$ cat src/hdl/pmsu_ram.sv
module pmsu_ram #(
   parameter int WIDTH = 8,
   parameter int DEPTH = 256,
   localparam int AW = $clog2(DEPTH)
) (
   input  logic             clock,
   input  logic             we,
   input  logic [AW-1:0]    waddr,
   input  logic [WIDTH-1:0] wdata,
   input  logic [AW-1:0]    raddr,
   output logic [WIDTH-1:0] rdata
);

   logic [WIDTH-1:0] mem [DEPTH];
   logic [WIDTH-1:0] rdata_ff;

   always_ff @(posedge clock) begin
      if (we) begin
         mem[waddr] <= wdata;
      end
      rdata_ff <= mem[raddr];
   end

   assign rdata = rdata_ff;

endmodule

$ cat config.mk
export PLATFORM = sky130hd
export DESIGN_NAME = pmsu_ram
export DESIGN_NICKNAME = d
export VERILOG_FILES = /design/src/hdl/pmsu_ram.sv
export SDC_FILE = /design/constraint.sdc
export NUM_CORES = 2
export LEC_CHECK = 0
export BUFFER_PORTS_ARGS = -buffer_cell sky130_fd_sc_hd__buf_2
export CORE_ASPECT_RATIO = 1.5
export CORE_UTILIZATION = 40
export DETAILED_ROUTE_END_ITERATION = 8
export GPL_ROUTABILITY_DRIVEN = 0
export PLACE_DENSITY = 0.53
export SLEW_MARGIN = 20
export SYNTH_ARGS = -nofsm -noshare
export SYNTH_HDL_FRONTEND = slang
export SYNTH_SLANG_ARGS = --single-unit
$ cat constraint.sdc
create_clock -name clock -period 2.8 [get_ports clock]
set_input_delay 0.14 -clock clock [delete_from_list [all_inputs] [get_ports clock]]
set_output_delay 0.14 -clock clock [all_outputs]
set_load 0.01 [all_outputs]
==> Word level (Yosys, flattened, before mapping) <==
Memory sizes are Yosys's and may differ from the RTL's. A register that Yosys moved wholly into a read port is not among the register bits.
Cells that the tools add are included.
{ "op_classes": {"add_sub_neg": 0, "mul": 0, "div_mod_pow": 0, "magnitude_cmp": 0, "eq_ne": 0, "shifts": 0, "mux": 2, "n_bitwise": 0, "n_reduce_logical": 0} }
{ "ops": {"columns": ["op", "count"], "rows": [
  ["$mux 1", 2]
]} }
{ "totals": {"regBits": 0, "latch_bits": 0, "mem_bits_rw": 2048, "rom_bits": 0, "input_bits": 26, "output_inout_bits": 8, "word_cells": 3, "mem_count": 1} }
{ "mem_list": {"columns": ["memory", "words", "word_bits", "read_ports", "rd_ports_with_merged_regs", "wr", "line_no", "text"], "rows": [
  ["mem", 256, 8, 1, 1, 1, "14", "logic [WIDTH-1:0] mem [DEPTH];"]
]} }

==> Longest topological paths before layout <==
{ "logic_depth": {"ltp_word": 2, "depth_mapped": 11, "mapped_depth_nobuf": 6} }

==> Worst setup path after synthesis <==
Ideal clock, no wire load.
{ "synth_path": {"kind": "input to register", "start": "input port raddr[0]", "end": "register rdata_ff[2] (netlist: rdata[2]), read port of mem", "setup_ns": 0.131, "arrival_time_ns": 1.947, "required_ns": 2.669, "setup_slack_ns": 0.722, "path_stages": 9, "path_buffers": 4, "cell_sequence": "buf_6 buf_12 buf_8 buf_2 mux4_2 a22oi_1 a21oi_1 nor4_1 nor4_2"} }
{ "synth_rtl": {"columns": ["item", "line_no", "text"], "rows": [
  ["start: declaration", "10", "input logic [AW-1:0] raddr,"],
  ["end: declaration", "15", "logic [WIDTH-1:0] rdata_ff;"]
]} }

==> impl_metrics.ini <==
[synth]
synthXorXnorAreaFrac_pct = 0
synthTopCellsByArea = edfxtp_1, mux4_2, mux2i_1
synth_mux_area_share_pct = 14.62
ys_seq_area_share_pct = 77.50
synth_top_area_share_pct = 77.30
async_reset_ff_share_pct = 0
netlist_instances = 3733
synthSimpleGateAreaFrac_pct = 2.628
syn-cell-area_um2 = 79560
synth_adder_area_share_pct = 0
synth-edff-count = 2048
synth_flop_cell = edfxtp_1
synth_top_cell_by_area = edfxtp_1
synth_cell_type_count = 55
avgSynthCellArea_um2 = 21.31
synth_top_family_by_area = multiplexers
synth_compound_area_share_pct = 3.419
postSynthRegisterBits = 2056
synthesis.nets = 3759
yosys_warnings = 0

[detailed_routing]
dr_total_vias = 39607
dr.pass1.iters = 6
drt_wl_total_um = 215200
drc_errors = 0
initialDrtViolationCount = 3849
wl_per_cell_um = 30.54
via_per_inst = 5.620
drt.antenna.violating_nets = 0

[layout]
drive_gt1_share_pct = 29.80
area_delta_synth_final_pct = 16.51
multi_input_comb_area_um2 = 16520
final_common_cell = edfxtp_1
stdcell_count = 7047
fillers = 16522
fin_nets = 4291
final_core_util_pct = 46.89
regArea_um2 = 61660
final_cell_mix = edfxtp_1, buf_4, mux4_2

[worst_hold_path]
min_to = mem[174][3]
hold_path.class = input pin to register
min-delay-start = waddr[2]
holdPathStages = 4

[cts]
cts_tree = done
clk_pin_slew_ns = 0.07
numCtsBuffers = 191
cts_max_path_buffers = 4
postCtsHoldBufs = 11
cts_max_level = 4
cts_resized = 0
clock_tree.root_cell = clkbuf_16
cts.sinks = 2056
clock_latency_ns = 0.84
post_cts_buffers = 0

[worst_setup_path]
cpMaxStageDelayCell = nor4_1
critPathKind = input pin to register
required_ns = 3.48
slowest_delay_ns = 1.01
cp-end-kind = register
critPathMaxFanout = 35
rr_endpoint = rdata[6]
rrSetupSlack_ns = 0.15
start_kind = input pin
path_cells = buf_8, buf_4, buf_12, buf_12, buf_4, mux2i_1, o22ai_1, o21ai_0, nand3_1, nor4_1, nor4_1
rr_worst_depth = 7
critical_path_arrival_ns = 3.33
rr_startpoint = mem[152][6]

[floorplanning]
coreArea_um2 = 197700
die_y_um = 548.2
die_x_um = 366.1
die-area_um2 = 200700
start_util_pct = 40.24
pin_count = 34
rows = 200

[global_route]
grt_pass1_wl_um = 306800
grt_antenna_before_repair = 16
grt_max_degree = 93
grtUsageTotal_pct = 21.40
grt_pass1_vias = 41287
gr-total-overflow = 0

[sta]
setup_violations = 0
finClkSkew_ns = 0.04648
period_needed_ns = 2.654
slew_viol_final = 0
slew_headroom_pct = 20.17
fin_tns_setup_ns = 0
rsz0062_at_grt = false
worst_pin_slew_ns = 1.186
fmax_mhz = 376.7
fin_crit_sh_pct = 94.80
setup_ws_ns = 0.1456
hold_viol = 0

[place]
dp.cells = 6687
dp_hpwl_um = 141200
numPortBuffers = 33
post-place-ws_ns = -0.6738

[power_and_ir_drop]
powerDensity_nw_per_um2 = 682.9
ir_drop_uv = 480.7
leakage_uw = 0.02945

[run]
cap_violations = 0

[status]
status = complete, no violations
-- flip-flops by register name, summed over array words and instances, names as in the netlist --
signal and count:
mem 2048, rdata 8
-- cell type report --
class,count,area share (%)
tap,2626,3.545
clock inverter,114,1.153
clock buffer,230,5.394
multi-input combinational,1442,17.82
inverter,2,0.008099
timing repair buffer,572,5.541
sequential,2056,66.52
antenna,5,0.01350
-- cells by family (layout without fill, tap and decap cells) --
family                 after synthesis  after routing
AO/OA/AOI/OAI                      385            385
other                                0              5
multiplexers                       591            591
AND/OR/NAND/NOR                    466            466
buffers and inverters              235            918
flip-flops                        2056           2056
-- synth_stat cells, drive strengths merged (2+ instances only) --
cell type and number:
nand2 33, clkbuf 111, edfxtp 2048, o22a 5, and2 6, buf 122, mux2i 134, o21ai 12
nand2b 8, a22oi 133, a311oi 2, nor2 282, a2111oi 5, o32ai 5, o221ai 47, mux4 456
a31oi 2, a21oi 96, a22o 8, nor4 27, o211ai 10, nand3 34, nor3 22, a211oi 16
o22ai 28, nor2b 31, a221oi 14, nand4 10, nand3b 2, and3b 2, or2 4, dfxtp 8
-- report_power, final --
part	internal (uW)	total, uW	switching [uW]	leakage, uW
combinational	1300	3460	2150	0.00799
sequential	33900	34000	60.4	0.0185
clock	14600	25900	11300	0.00299
total	49800	63300	13500	0.0294
-- routing by layer --
layer | global-route usage (%) | vias to the layer above | routed length [um]
met1 | 26.79 | 21384 | 83520
li1 | - | 16739 | -
met5 | 0 | - | 55
met3 | 2.696 | 330 | 10560
met4 | 7.778 | 8 | 8013
met2 | 38.01 | 1146 | 113100
-- critical path: cells and delay by family --
family	cells	cell delay, ns
AOI/OAI and AO/OA	2	0.38
buffers and inverters	5	1.17
and+or+nand+nor	3	1.29
muxes	1	0.25
-- how the worst max path moves through the flow --
stage	startpoint	end	slack, ns	depth (start not counted)
finish	raddr[0]	rdata[7]	0.15	11
global route	raddr[0]	rdata[7]	0.04	11
CTS	raddr[0]	rdata[0]	0.19	11
detailed placement	raddr[0]	rdata[7]	-0.67	10
global placement	raddr[0]	rdata[4]	-1.11	10
floorplan	raddr[0]	rdata[2]	0.72	9
-- metrics by stage --
step | hold slack (ns) | total power (uW) | cell area (um2)
after floorplan | 0.2389 | 36260 | 79560
after global placement | 0.5409 | 38110 | 86480
after detailed placement | 0.5491 | 38150 | 86500
after CTS | 0.01311 | 63840 | 92680
after global routing | 0.06679 | 64980 | 92680
final | 0.06599 | 63300 | 92690
Power figures use the tool's default switching activity.
